==> config.mk <==
export PLATFORM = sky130hd
export DESIGN_NAME = journal_slot_recovery_table
export DESIGN_NICKNAME = d
export VERILOG_FILES = /design/src/design/jsrt_pkg.sv /design/src/design/jsrt_ram.sv /design/src/design/jsrt_ctrl.sv /design/src/design/jsrt_dp.sv /design/src/design/journal_slot_recovery_table.sv
export VERILOG_INCLUDE_DIRS = /design/src /design/src/design
export SDC_FILE = /design/constraint.sdc
export NUM_CORES = 1
export LEC_CHECK = 0
export BUFFER_PORTS_ARGS = -buffer_cell sky130_fd_sc_hd__buf_2
export CAP_MARGIN = 20
export CORE_ASPECT_RATIO = 0.7
export CORE_MARGIN = 4
export CORE_UTILIZATION = 62
export DETAILED_ROUTE_END_ITERATION = 16
export GPL_TIMING_DRIVEN = 0
export PLACE_DENSITY = 0.79
export SKIP_CTS_REPAIR_TIMING = 1
export SLEW_MARGIN = 20
export SYNTH_ARGS = -nofsm -noshare
export SYNTH_HDL_FRONTEND = slang
export SYNTH_SLANG_ARGS = --single-unit
==> constraint.sdc <==
create_clock -name clk -period 3.6 [get_ports clk]
set_input_delay 0 -clock clk [delete_from_list [all_inputs] [get_ports clk]]
set_output_delay 0 -clock clk [all_outputs]
set_load 0.01 [all_outputs]
==> src/design/journal_slot_recovery_table_macros.svh <==
// Assertion macros shared by the journal slot recovery table.
`ifndef JOURNAL_SLOT_RECOVERY_TABLE_MACROS_SVH
`define JOURNAL_SLOT_RECOVERY_TABLE_MACROS_SVH
`ifndef NO_ASSERTIONS
// Same-cycle implication, checked outside reset.
`define JSRT_ASSERT_NOW(lbl, ante, cons, msg) \
  lbl: assert property (@(posedge clk) disable iff (!rst_n) (ante) |-> (cons)) \
    else $error(msg);
// Next-cycle implication, checked outside reset.
`define JSRT_ASSERT_NEXT(lbl, ante, cons, msg) \
  lbl: assert property (@(posedge clk) disable iff (!rst_n) (ante) |=> (cons)) \
    else $error(msg);
`else
`define JSRT_ASSERT_NOW(lbl, ante, cons, msg)
`define JSRT_ASSERT_NEXT(lbl, ante, cons, msg)
`endif
`endif

==> src/design/jsrt_pkg.sv <==
// Types, codes and constants of the journal slot recovery table.
package jsrt_pkg;

  // Field widths fixed by the interface.
  localparam int NODE_W      = 16;
  localparam int OP_W        = 3;
  localparam int STATUS_W    = 2;
  localparam int SLOT_IDX_W  = 5;
  localparam int SLOTS_W     = 6;
  localparam int STATE_W     = 2;
  localparam int CFG_ADDR_W  = 1;
  localparam int CFG_DATA_W  = 16;

  // Default table depth.
  localparam int DEF_MAX_SLOTS = 32;

  // Operation codes.
  localparam logic [OP_W-1:0] OP_CLAIM   = 3'd0;
  localparam logic [OP_W-1:0] OP_RELEASE = 3'd1;
  localparam logic [OP_W-1:0] OP_MARK    = 3'd2;
  localparam logic [OP_W-1:0] OP_BEGIN   = 3'd3;
  localparam logic [OP_W-1:0] OP_FINISH  = 3'd4;
  localparam logic [OP_W-1:0] OP_QUERY   = 3'd5;

  // Slot states.
  localparam logic [STATE_W-1:0] ST_FREE       = 2'd0;
  localparam logic [STATE_W-1:0] ST_ACTIVE     = 2'd1;
  localparam logic [STATE_W-1:0] ST_NEEDS      = 2'd2;
  localparam logic [STATE_W-1:0] ST_RECOVERING = 2'd3;

  // Result status codes.
  localparam logic [STATUS_W-1:0] RES_OK      = 2'd0;
  localparam logic [STATUS_W-1:0] RES_NOSPACE = 2'd1;
  localparam logic [STATUS_W-1:0] RES_NOMATCH = 2'd2;
  localparam logic [STATUS_W-1:0] RES_BUSY    = 2'd3;

  // Configuration register indexes and reset values.
  localparam logic [CFG_ADDR_W-1:0] REG_LOCAL_NODE_ID = 1'd0;
  localparam logic [CFG_ADDR_W-1:0] REG_SLOTS_IN_USE  = 1'd1;
  localparam logic [NODE_W-1:0]     LOCAL_NODE_RST    = 16'd1;
  localparam logic [SLOTS_W-1:0]    SLOTS_IN_USE_RST  = 6'd32;

  // Input item.
  typedef struct packed {
    logic [OP_W-1:0]   op;
    logic [NODE_W-1:0] node_id;
  } in_item_t;

  // Result item.
  typedef struct packed {
    logic [STATUS_W-1:0]   status;
    logic [SLOT_IDX_W-1:0] slot_index;
    logic                  needs_recovery_flag;
    logic [NODE_W-1:0]     busy_recoverer;
  } out_item_t;

  // One table entry as stored in the slot memory.
  typedef struct packed {
    logic [STATE_W-1:0] state;
    logic [NODE_W-1:0]  owner;
    logic [NODE_W-1:0]  recoverer;
  } slot_word_t;

  localparam int SLOT_WORD_W = $bits(slot_word_t);

  // Commands from the controller to the datapath.
  typedef struct packed {
    logic start;
    logic step;
    logic commit;
  } ctrl_cmd_t;

  // Status from the datapath to the controller.
  typedef struct packed {
    logic scan_done;
    logic out_free;
  } dp_status_t;

endpackage

==> src/design/jsrt_ram.sv <==
// Generic single-write, single-read RAM with registered read data.
module jsrt_ram #(
  parameter int WIDTH = 8,
  parameter int DEPTH = 32
) (
  input  logic                                    clk,
  input  logic                                    wr_en,
  input  logic [((DEPTH > 1) ? $clog2(DEPTH) : 1)-1:0] wr_addr,
  input  logic [WIDTH-1:0]                        wr_data,
  input  logic                                    rd_en,
  input  logic [((DEPTH > 1) ? $clog2(DEPTH) : 1)-1:0] rd_addr,
  output logic [WIDTH-1:0]                        rd_data
);

  logic [WIDTH-1:0] mem_r [DEPTH];
  logic [WIDTH-1:0] rd_data_r;

  // Write port.
  always_ff @(posedge clk) begin
    if (wr_en) begin
      mem_r[wr_addr] <= wr_data;
    end
  end

  // Registered read port.
  always_ff @(posedge clk) begin
    if (rd_en) begin
      rd_data_r <= mem_r[rd_addr];
    end
  end

  assign rd_data = rd_data_r;

endmodule

==> src/design/jsrt_ctrl.sv <==
// Controller state machine that sequences accept, scan and commit.
module jsrt_ctrl (
  input  logic                  clk,
  input  logic                  rst_n,
  input  logic                  in_valid,
  output logic                  in_ready,
  input  jsrt_pkg::dp_status_t  status,
  output jsrt_pkg::ctrl_cmd_t   cmd
);

  localparam logic [1:0] S_IDLE   = 2'd0;
  localparam logic [1:0] S_SCAN   = 2'd1;
  localparam logic [1:0] S_COMMIT = 2'd2;

  logic [1:0] state_r;
  logic [1:0] state_nxt;

  // Commands are decoded combinationally from the state, in_valid and out_free.
  assign in_ready   = (state_r == S_IDLE);
  assign cmd.start  = in_valid && (state_r == S_IDLE);
  assign cmd.step   = (state_r == S_SCAN);
  assign cmd.commit = (state_r == S_COMMIT) && status.out_free;

  // Next-state logic.
  always_comb begin
    state_nxt = state_r;
    case (state_r)
      S_IDLE: begin
        if (in_valid) begin
          state_nxt = S_SCAN;
        end
      end
      S_SCAN: begin
        if (status.scan_done) begin
          state_nxt = S_COMMIT;
        end
      end
      S_COMMIT: begin
        if (status.out_free) begin
          state_nxt = S_IDLE;
        end
      end
      default: begin
        state_nxt = S_IDLE;
      end
    endcase
  end

  // State register.
  always_ff @(posedge clk) begin
    if (!rst_n) begin
      state_r <= S_IDLE;
    end else begin
      state_r <= state_nxt;
    end
  end

endmodule

==> src/design/jsrt_dp.sv <==
// Datapath: configuration, slot memory, serial scan, commit and result register.
module jsrt_dp #(
  parameter int MAX_SLOTS = jsrt_pkg::DEF_MAX_SLOTS
) (
  input  logic                                   clk,
  input  logic                                   rst_n,
  input  logic                                   cfg_we,
  input  logic [jsrt_pkg::CFG_ADDR_W-1:0]        cfg_addr,
  input  logic [jsrt_pkg::CFG_DATA_W-1:0]        cfg_wdata,
  input  jsrt_pkg::in_item_t                     in_item,
  input  jsrt_pkg::ctrl_cmd_t                    cmd,
  output jsrt_pkg::dp_status_t                   status,
  output logic                                   out_valid,
  input  logic                                   out_ready,
  output jsrt_pkg::out_item_t                    out_item
);

  localparam int IDX_W     = (MAX_SLOTS > 1) ? $clog2(MAX_SLOTS) : 1;
  localparam int CNT_W     = $clog2(MAX_SLOTS + 1);
  localparam int LIM_W     = (CNT_W > jsrt_pkg::SLOTS_W) ? CNT_W : jsrt_pkg::SLOTS_W;
  localparam int OUT_IDX_W = jsrt_pkg::SLOT_IDX_W;
  localparam int WORD_W    = jsrt_pkg::SLOT_WORD_W;
  localparam int STATE_W_LOCAL = jsrt_pkg::STATE_W;

  // Configuration registers.
  logic [jsrt_pkg::NODE_W-1:0]  local_id_r;
  logic [jsrt_pkg::SLOTS_W-1:0] slots_r;

  // Item being worked on.
  logic [jsrt_pkg::OP_W-1:0]    op_r;
  logic [jsrt_pkg::NODE_W-1:0]  node_r;

  // Scan state.
  logic [CNT_W-1:0]             addr_r;
  logic                         chk_v_r;
  logic [IDX_W-1:0]             chk_idx_r;
  logic                         chk_vld_r;

  // Search results.
  logic                         hit_r;
  logic [IDX_W-1:0]             hit_idx_r;
  jsrt_pkg::slot_word_t         hit_word_r;
  logic                         busy_r;
  logic [IDX_W-1:0]             busy_idx_r;
  logic [jsrt_pkg::NODE_W-1:0]  busy_rec_r;

  // Held slot and per-entry valid bits; an entry that is not valid is free.
  logic [IDX_W-1:0]             own_r;
  logic                         own_v_r;
  logic [MAX_SLOTS-1:0]         valid_r;

  // Result register.
  logic                         out_valid_r;
  jsrt_pkg::out_item_t          out_item_r;

  // Memory ports.
  logic [WORD_W-1:0]            ram_rd_data;
  jsrt_pkg::slot_word_t         rd_word;
  logic                         wr_req;
  logic [WORD_W-1:0]            wr_data;
  logic                         set_req;
  logic                         clr_req;
  logic [IDX_W-1:0]             clr_addr;
  logic                         take_own;
  logic                         drop_own;
  jsrt_pkg::out_item_t          res_nxt;

  // Scan control.
  logic [LIM_W-1:0]             lim;
  logic [STATE_W_LOCAL-1:0]     cur_state;
  logic                         own_match;
  logic                         scan_op;
  logic                         hit_now;
  logic                         busy_now;
  logic                         more;
  logic                         issue;
  logic [IDX_W-1:0]             addr_idx;

  jsrt_ram #(
    .WIDTH (WORD_W),
    .DEPTH (MAX_SLOTS)
  ) u_slot_ram (
    .clk     (clk),
    .wr_en   (cmd.commit && wr_req),
    .wr_addr (hit_idx_r),
    .wr_data (wr_data),
    .rd_en   (issue),
    .rd_addr (addr_idx),
    .rd_data (ram_rd_data)
  );

  // Searched range is the configured count, limited to the table depth.
  always_comb begin
    if (LIM_W'(slots_r) > LIM_W'(MAX_SLOTS)) begin
      lim = LIM_W'(MAX_SLOTS);
    end else begin
      lim = LIM_W'(slots_r);
    end
  end

  assign addr_idx = addr_r[IDX_W-1:0];
  assign more     = (LIM_W'(addr_r) < lim);
  assign issue    = cmd.step && more;

  // Compare stage on the entry read in the previous cycle.
  assign rd_word   = jsrt_pkg::slot_word_t'(ram_rd_data);
  assign cur_state = chk_vld_r ? rd_word.state : jsrt_pkg::ST_FREE;
  assign own_match = (rd_word.owner == node_r);

  always_comb begin
    scan_op = 1'b0;
    hit_now = 1'b0;
    case (op_r)
      jsrt_pkg::OP_CLAIM: begin
        scan_op = !own_v_r;
        hit_now = !own_v_r && (cur_state == jsrt_pkg::ST_FREE);
      end
      jsrt_pkg::OP_MARK: begin
        scan_op = 1'b1;
        hit_now = own_match && (cur_state == jsrt_pkg::ST_ACTIVE);
      end
      jsrt_pkg::OP_BEGIN, jsrt_pkg::OP_QUERY: begin
        scan_op = 1'b1;
        hit_now = own_match && (cur_state == jsrt_pkg::ST_NEEDS);
      end
      jsrt_pkg::OP_FINISH: begin
        scan_op = 1'b1;
        hit_now = own_match && (cur_state == jsrt_pkg::ST_RECOVERING);
      end
      default: begin
        scan_op = 1'b0;
        hit_now = 1'b0;
      end
    endcase
    hit_now = hit_now && chk_v_r;
  end

  // Begin also remembers the first slot already being recovered.
  assign busy_now = chk_v_r && !busy_r && (op_r == jsrt_pkg::OP_BEGIN) && own_match &&
                    (cur_state == jsrt_pkg::ST_RECOVERING);

  assign status.scan_done = !scan_op || hit_now || !more;
  assign status.out_free  = !out_valid_r || out_ready;

  // Commit decisions: table update and result item.
  always_comb begin
    jsrt_pkg::slot_word_t w;
    w        = hit_word_r;
    wr_req   = 1'b0;
    set_req  = 1'b0;
    clr_req  = 1'b0;
    clr_addr = hit_idx_r;
    take_own = 1'b0;
    drop_own = 1'b0;
    res_nxt  = '0;
    case (op_r)
      jsrt_pkg::OP_CLAIM: begin
        if (own_v_r) begin
          res_nxt.slot_index = OUT_IDX_W'(own_r);
        end else if (hit_r) begin
          w.state  = jsrt_pkg::ST_ACTIVE;
          w.owner  = local_id_r;
          wr_req   = 1'b1;
          set_req  = 1'b1;
          take_own = 1'b1;
          res_nxt.slot_index = OUT_IDX_W'(hit_idx_r);
        end else begin
          res_nxt.status = jsrt_pkg::RES_NOSPACE;
        end
      end
      jsrt_pkg::OP_RELEASE: begin
        drop_own = 1'b1;
        if (own_v_r) begin
          clr_req  = 1'b1;
          clr_addr = own_r;
          res_nxt.slot_index = OUT_IDX_W'(own_r);
        end
      end
      jsrt_pkg::OP_MARK: begin
        if (hit_r) begin
          w.state = jsrt_pkg::ST_NEEDS;
          wr_req  = 1'b1;
          res_nxt.slot_index = OUT_IDX_W'(hit_idx_r);
        end else begin
          res_nxt.status = jsrt_pkg::RES_NOMATCH;
        end
      end
      jsrt_pkg::OP_BEGIN: begin
        if (hit_r) begin
          w.state     = jsrt_pkg::ST_RECOVERING;
          w.recoverer = local_id_r;
          wr_req      = 1'b1;
          res_nxt.slot_index = OUT_IDX_W'(hit_idx_r);
        end else if (busy_r) begin
          res_nxt.status         = jsrt_pkg::RES_BUSY;
          res_nxt.slot_index     = OUT_IDX_W'(busy_idx_r);
          res_nxt.busy_recoverer = busy_rec_r;
        end else begin
          res_nxt.status = jsrt_pkg::RES_NOMATCH;
        end
      end
      jsrt_pkg::OP_FINISH: begin
        if (hit_r) begin
          clr_req = 1'b1;
          res_nxt.slot_index = OUT_IDX_W'(hit_idx_r);
        end else begin
          res_nxt.status = jsrt_pkg::RES_NOMATCH;
        end
      end
      jsrt_pkg::OP_QUERY: begin
        if (hit_r) begin
          res_nxt.needs_recovery_flag = 1'b1;
          res_nxt.slot_index          = OUT_IDX_W'(hit_idx_r);
        end
      end
      default: begin
        res_nxt = '0;
      end
    endcase
    wr_data = WORD_W'(w);
  end

  // Configuration writes.
  always_ff @(posedge clk) begin
    if (!rst_n) begin
      local_id_r <= jsrt_pkg::LOCAL_NODE_RST;
      slots_r    <= jsrt_pkg::SLOTS_IN_USE_RST;
    end else if (cfg_we) begin
      case (cfg_addr)
        jsrt_pkg::REG_LOCAL_NODE_ID: local_id_r <= cfg_wdata;
        jsrt_pkg::REG_SLOTS_IN_USE:  slots_r    <= cfg_wdata[jsrt_pkg::SLOTS_W-1:0];
        default: begin
          local_id_r <= local_id_r;
        end
      endcase
    end
  end

  // Item capture and scan bookkeeping.
  always_ff @(posedge clk) begin
    if (!rst_n) begin
      chk_v_r <= 1'b0;
      hit_r   <= 1'b0;
      busy_r  <= 1'b0;
      addr_r  <= '0;
    end else if (cmd.start) begin
      op_r    <= in_item.op;
      node_r  <= in_item.node_id;
      addr_r  <= '0;
      chk_v_r <= 1'b0;
      hit_r   <= 1'b0;
      busy_r  <= 1'b0;
    end else if (cmd.step) begin
      chk_v_r <= issue;
      if (issue) begin
        addr_r    <= addr_r + 1'b1;
        chk_idx_r <= addr_idx;
        chk_vld_r <= valid_r[addr_idx];
      end
      if (hit_now) begin
        hit_r      <= 1'b1;
        hit_idx_r  <= chk_idx_r;
        hit_word_r <= rd_word;
      end
      if (busy_now) begin
        busy_r     <= 1'b1;
        busy_idx_r <= chk_idx_r;
        busy_rec_r <= rd_word.recoverer;
      end
    end
  end

  // Held slot and valid bits change only at commit or reset.
  always_ff @(posedge clk) begin
    if (!rst_n) begin
      own_r   <= '0;
      own_v_r <= 1'b0;
      valid_r <= '0;
    end else if (cmd.commit) begin
      if (set_req) begin
        valid_r[hit_idx_r] <= 1'b1;
      end
      if (clr_req) begin
        valid_r[clr_addr] <= 1'b0;
      end
      if (take_own) begin
        own_r   <= hit_idx_r;
        own_v_r <= 1'b1;
      end
      if (drop_own) begin
        own_r   <= '0;
        own_v_r <= 1'b0;
      end
    end
  end

  // Result register; a waiting result is held until its transfer.
  always_ff @(posedge clk) begin
    if (!rst_n) begin
      out_valid_r <= 1'b0;
    end else if (cmd.commit) begin
      out_valid_r <= 1'b1;
    end else if (out_ready) begin
      out_valid_r <= 1'b0;
    end
  end

  always_ff @(posedge clk) begin
    if (cmd.commit) begin
      out_item_r <= res_nxt;
    end
  end

  assign out_valid = out_valid_r;
  assign out_item  = out_item_r;

endmodule

==> src/design/journal_slot_recovery_table.sv <==
// Top level of the journal slot recovery table.
// Usage: items (op, node_id) arrive on the in_ valid/ready channel and each
// one yields exactly one result (status, slot_index, needs_recovery_flag,
// busy_recoverer) on the out_ valid/ready channel. The cfg_ port writes
// local_node_id (index 0) and slots_in_use (index 1) at any edge with
// cfg_we high; write it only while no item is in flight.
// One item is worked on at a time. After a transfer the controller scans the
// slot memory one entry per cycle, up to min(slots_in_use, MAX_SLOTS) entries,
// stopping at the first match, then commits. The slot memory has a single read
// port and registered read data. The result sits in an output register, so the
// next item is accepted while the receiver stalls; its commit then waits until
// the register is free.
// A synchronous reset (rst_n low) frees every slot at once through per-slot
// valid bits, drops the held slot and restores the register defaults.
`include "journal_slot_recovery_table_macros.svh"
module journal_slot_recovery_table #(
  parameter int MAX_SLOTS = jsrt_pkg::DEF_MAX_SLOTS
) (
  input  logic                              clk,
  input  logic                              rst_n,
  input  logic                              in_valid,
  output logic                              in_ready,
  input  jsrt_pkg::in_item_t                in_data,
  output logic                              out_valid,
  input  logic                              out_ready,
  output jsrt_pkg::out_item_t               out_data,
  input  logic                              cfg_we,
  input  logic [jsrt_pkg::CFG_ADDR_W-1:0]   cfg_addr,
  input  logic [jsrt_pkg::CFG_DATA_W-1:0]   cfg_wdata
);

  jsrt_pkg::ctrl_cmd_t  cmd;
  jsrt_pkg::dp_status_t status;

  jsrt_ctrl u_ctrl (
    .clk      (clk),
    .rst_n    (rst_n),
    .in_valid (in_valid),
    .in_ready (in_ready),
    .status   (status),
    .cmd      (cmd)
  );

  jsrt_dp #(
    .MAX_SLOTS (MAX_SLOTS)
  ) u_dp (
    .clk       (clk),
    .rst_n     (rst_n),
    .cfg_we    (cfg_we),
    .cfg_addr  (cfg_addr),
    .cfg_wdata (cfg_wdata),
    .in_item   (in_data),
    .cmd       (cmd),
    .status    (status),
    .out_valid (out_valid),
    .out_ready (out_ready),
    .out_item  (out_data)
  );

  // Checks on the controller and result register working together.
  `JSRT_ASSERT_NEXT(a_commit_shows_result, cmd.commit, out_valid, "commit without result")
  `JSRT_ASSERT_NOW(a_no_overwrite, out_valid && !out_ready, !cmd.commit, "result overwritten")
  `JSRT_ASSERT_NEXT(a_one_item, in_valid && in_ready, !in_ready, "second item taken early")
  `JSRT_ASSERT_NOW(a_start_commit_apart, cmd.start, !cmd.commit && !cmd.step, "command clash")

endmodule
# After elaboration in Yosys (flattened, before gate mapping)
# Memories as Yosys holds them, arrays and structs flattened. A register that Yosys moved wholly into a read port is not among the register bits.
# Cells that the tools add are included.
# totals
register_bits	181
mem_bits_rw	1088
out_inout_bits	26
word_cells	157
n_memories	1
# classes
add_sub_neg	1
magnitude_cmp	7
eq_ne	14
n_mux	56
n_bitwise	8
n_reduce_logical	45
# mem_list
memory	depth	width	read_ports	rd_ports_with_merged_regs	wr	line	text
u_dp.u_slot_ram.mem_r	32	34	1	1	1	jsrt_ram.sv:15	logic [WIDTH-1:0] mem_r [DEPTH];
# ops
operator	n
two-way mux 32 bit	4
two-way mux 16 bit	3
two-way mux 5 bit	9
two-way mux 18 bit	2
AND 32 bit	1
inverter 32 bit	1
bitwise OR 32 bit	1
case mux 5 bit (5 select lines)	1
< comparator 5 x 6 -> 1 bit (second input constant)	3
case mux 2 bit (3 select lines)	3
two-way mux 1 bit	17
equality test 16 bit	1
two-way mux 2 bit	8
logical AND 1 bit	15
AND reduction 2 bit	7
two-way mux 6 bit	2
AND reduction 4 bit	3
demux 1 bit (select 5 bit)	2
greater-or-equal comparator 5 x 1 -> 1 bit (second input constant)	2
OR reduction 2 bit	4
adder 6 x 1 -> 6 bit (second input constant)	1
equality test 2 bit (second input constant)	3
equality test 3 x 2 -> 1 bit (second input constant)	2
equality test 3 bit (second input constant)	2
other kinds (18)	34

# Longest topological paths before layout
# logic_depth
depth_word	10
ltp_mapped	9
depth_no_buf	9

# By module
# Synthesis repeated with hierarchy kept, for this count alone.
# hier_totals
cells_unflattened	3055
hier_area_um2	51260.4
# modules_own_cells
mod	instances	cells_per_inst	area_per_inst_um2	seq_area_each_um2
jsrt_ram	1	2399	43447.9	33692.3
jsrt_dp	1	643	7699.9	4674.5
jsrt_ctrl	1	13	112.6	40.0

# Worst setup path before layout
# OpenSTA, ideal clock, no wires.
# synth_path
kind	register to register
start	register u_dp.op_r[2] (netlist bit)
end	register u_dp.hit_idx_r[0], enable pin
setup_ns	0.435
t_arrival_ns	2.910
setup_slack_ns	0.255
path_stages_with_launch	7
path_buffers	1
cell_sequence	edfxtp_1 -> clkbuf_1 -> or3b_2 -> and3_1 -> nor3b_1 -> inv_1 -> nor2_1
# synth_via
elab_chain_len	5
word_cells_on_any_way	9
cone_classes	eq/ne: 4; mux: 1; reduce/logical: 4
# synth_rtl
item	line	text
from (decl)	jsrt_dp.sv:30	logic [jsrt_pkg::OP_W-1:0] op_r;
from (signal assigned)	jsrt_dp.sv:247	op_r <= in_item.op;
equality test 3 bit / equality test 3 x 2 -> 1 bit (equally long branches)	jsrt_dp.sv:113	case (op_r)
OR reduction 2 bit	jsrt_dp.sv:113	
case mux 1 bit (4 select lines) (*)	jsrt_dp.sv:113	
logical AND 1 bit (*)	jsrt_dp.sv:135	hit_now = hit_now && chk_v_r;
AND reduction 4 bit (no source line) (*)	-	
to (signal assigned)	jsrt_dp.sv:262	hit_idx_r <= chk_idx_r;
to (decl)	jsrt_dp.sv:41	logic [IDX_W-1:0] hit_idx_r;
# Mark *: on every way between the ends. The rest lies on a longest branch, timed or not.
# A chain may end at the register's enable or synchronous reset.

# Worst setup path after layout
# layout_path
start	register u_dp.addr_r[1]
end	register u_dp.u_slot_ram.rd_data_r[8] (netlist: u_dp.u_slot_ram.rd_data[8]) (read register of u_dp.u_slot_ram.mem_r) (data pin)
# layout_via
elab_chain_len	2
# layout_rtl
item	line	text
from (decl)	jsrt_dp.sv:34	logic [CNT_W-1:0] addr_r;
from (signal assigned)	jsrt_dp.sv:256	addr_r <= addr_r + 1'b1;
< comparator 6 bit	jsrt_dp.sv:102	assign more = (LIM_W'(addr_r) < lim);
logical AND 1 bit	jsrt_dp.sv:103	assign issue = cmd.step && more;
to (decl)	jsrt_ram.sv:16	logic [WIDTH-1:0] rd_data_r;
# Parallel ways exist; a longest one is shown, timed or not.

==> flow_summary.ini <==
[run_status]
status = complete, but fails checks
violations = setup timing

[placed_design]
gp_congestion = 0.907
dpl.cell_count = 3426
dpl-instance-area_um2 = 52900
io_buffers = 64
hpwl_um = 83000

[synthesis]
yosysUniqueCellTypes = 54
syn-num-nets = 2303
synth_compound_area_share_pct = 1.74
synthMuxAreaShare_pct = 17.4
synth-adder-area-share_pct = 0.150
synthFlopType = edfxtp_1
async_reset_ff_share_pct = 0
synth_top_family_by_area = multiplexers
syn_inst = 2256
avgSynthCellArea_um2 = 22.1
synth-xor-area-share_pct = 0.386
synth_area_um2 = 49900
synth_seq_area_share_pct = 76.9
yosysWarnings = 0
synth_seq_cells = 1303
yosys.area_share.simple_pct = 2.35
synth_edf_count = 1231

[power]
combPwrFrac_pct = 2.9
leakagePower_nw = 17.5
ir_drop_mv = 0.462
p_sw_mw = 5.97
p_per_area_nw_per_um2 = 514
p_seq_share_pct = 56.2
internal_power_mw = 23.4
p_sw_share_pct = 20.4
p_clk_share_pct = 40.8

[detailed_routing]
viasPerCell = 7.03
drt_iter0_drc = 4577
antenna_left = 0
route.detailed.drc = 0
wl_per_cell_um = 36.3
num_vias = 25906
first_pass_iters = 6
finalWirelength_um = 134000

[grt]
antenna_found_initial = 12
grt_pass1_wl_um = 191000
grt_max_degree = 33
grt_pass1_vias = 25832
track_usage_pct = 31.8
grt_overflow_total = 0

[finish]
instances_no_fill = 3684
post-route-util_pct = 71.9
fin_area_um2 = 57000
drive_gt1_share_pct = 30.1
area_growth_pct = 14.2
multi_input_area_um2 = 11200
nFillCells = 4324
final_nets = 2581
regArea_um2 = 38400

[critical_path]
critPathBufInv = 2
critPathLaunchType = flip-flop
path_cells = clkbuf_2, clkbuf_1, mux4_2, mux4_2, mux2_2
crit_family = buffers and inverters
endpoint_kind = flip-flop
worst_path_most_repeated_cell = mux4_2
critical_path_arrival_ns = 4.07
critical_path.max_fanout = 10
max_stage_delay_ns = 0.76
worstSetupPathType = reg -> reg
required_ns = 4.04
cpMaxStageDelayCell = clkbuf_1

[clock_network]
cts_buffers = 112
worstSkewPairLatency_ns = 0.71
htree_levels = 3
cts_tree = yes
clockBufferDepth = 3
clk_pin_slew_ns = 0.07
root_buffer = clkbuf_16
clock_sinks = 1303

[floorplanning]
num_rows = 86
die_area_um2 = 85200
initial_core_util_pct = 63.0
die_h_um = 245
core_um2 = 79300
ios = 67
fp.dieW_um = 347

[sta]
period_share_pct = 101
slew_violations = 0
max-slew-margin-rel_pct = 22.2
fmax_ghz = 0.276
worst_slack_ns = -0.0273
final_hold_viol_count = 0
setup_viol = 2
finClkSkew_ns = 0.0295
worst_pin_slew_ns = 1.16
period_needed_ns = 3.63
rsz0062_at_grt = no

[run]
drv_cap = 0

[min_path]
hp-class = in -> reg
## stage by stage
stage	power (mW)	hold WS [ns]	setup TNS (ns)	setup WS [ns]
2_1_floorplan	17.3	0.0718	0	0.255
3_3_place_gp	17.6	0.181	-1828.88	-2.13
3_5_place_dp	17.6	0.179	0	0.0424
4_1_cts	29.3	-0.548	-0.0471	-0.0278
5_1_grt	30.1	-0.0105	0	0.00452
6_report	29.3	0.0244	-0.0477	-0.0273
## synth_stat cells, types with 5 or more instances
library cell	number	area, µm²
nand3b_1	5	37.5
dfxtp_1	72	1440
mux2_2	69	777
nand2_1	71	267
buf_1	16	60.1
xnor2_1	15	131
xor2_1	7	61.3
inv_1	8	30.0
nor2b_1	11	68.8
o21ai_0	11	55.1
mux4_2	350	7880
clkbuf_1	63	236
buf_4	6	45.0
a211oi_1	31	233
a21oi_1	56	280
nand3_1	16	80.1
nor3_1	9	45.0
a31oi_1	10	62.6
buf_2	24	120
nand2b_1	11	68.8
edfxtp_1	1231	37000
ha_1	6	75.1
nor2_1	75	282
a22oi_1	7	52.6
and2_1	21	131
## placed cells by master (no fill, tap or decap), drive strengths merged, types with 11 or more instances in the layout
cell / count
nor2b: 11
nand3: 16
nand2: 71
clkbuf: 200
nand2b: 11
a211oi: 31
o21ai: 11
nor2: 75
edfxtp: 1231
dfxtp: 72
xnor2: 15
mux4: 350
buf: 167
and2: 21
inv: 13
a21oi: 56
clkinv: 52
dlygate4sd3: 46
mux2: 69
## power groups by stage
stage / clock (mW) / sequential (mW) / combinational [mW]
CTS: 12.0 / 16.5 / 0.813
detailed placement: 0 / 16.8 / 0.794
global route: 12.7 / 16.5 / 0.903
global placement: 0 / 16.8 / 0.765
floorplan: 0 / 16.8 / 0.551
finish: 12.0 / 16.5 / 0.860
## final cells by class
type                            instances  share of cell area (%)
Buffer                                113                   0.928
Inverter                               11                  0.0724
Tap cell                             1056                    2.32
Clock buffer                          137                    5.15
Sequential cell                      1303                    67.3
Antenna cell                            2                 0.00878
Multi-Input combinational cell        829                    19.7
Clock inverter                         69                    1.12
Timing Repair Buffer                  164                    3.35
## kinds of logic (layout without fill, tap and decap cells)
group | after synthesis | count (layout)
AO/OA/AOI/OAI | 137 | 137
XOR/XNOR | 22 | 22
adder cells (fa/ha/maj) | 6 | 6
buffers and inverters | 124 | 494
flip-flops | 1303 | 1303
multiplexers | 420 | 420
other | 0 | 2
AND/OR/NAND/NOR | 244 | 244
## state kept, by name (all words and copies together) (netlist names), 5 cells and up
name and count:
u_dp.u_slot_ram.mem_r 1088, u_dp.hit_idx_r 5, u_dp.busy_rec_r 16, u_dp.local_id_r 16, u_dp.chk_idx_r 5, u_dp.u_slot_ram.rd_data 34
u_dp.busy_idx_r 5, u_dp.addr_r 6, u_dp.hit_word_r 34, u_dp.slots_r 6, u_dp.own_r 5, u_dp.valid_r 32
u_dp.node_r 16, u_dp.out_item 24
## worst paths after layout
kind	start	to	slack, ns	cells after the start
worst min register to register	u_dp.u_slot_ram.rd_data[11]	u_dp.hit_word_r[11]	0.42	0
worst max register to register	u_dp.addr_r[1]	u_dp.u_slot_ram.rd_data[8]	-0.03	5
worst max-delay path	u_dp.addr_r[1]	u_dp.u_slot_ram.rd_data[8]	-0.03	5
worst min-delay path	in_data[10]	u_dp.node_r[10]	0.02	2
## worst register-to-register path: stages (launching register included)
cell	delay (ns)
dfxtp_1	0.60
clkbuf_2	0.64
clkbuf_1	0.76
mux4_2	0.48
mux4_2	0.59
mux2_2	0.31
## layer usage
metal,GRT usage [%],vias to the layer above,part of all wire (%)
met5,0,-,0.020
met4,8.68,4,3.2
met3,9.71,304,14
met2,48.9,2197,47
met1,45.5,13382,36
li1,-,10019,-
Power figures use the tool's default switching activity.
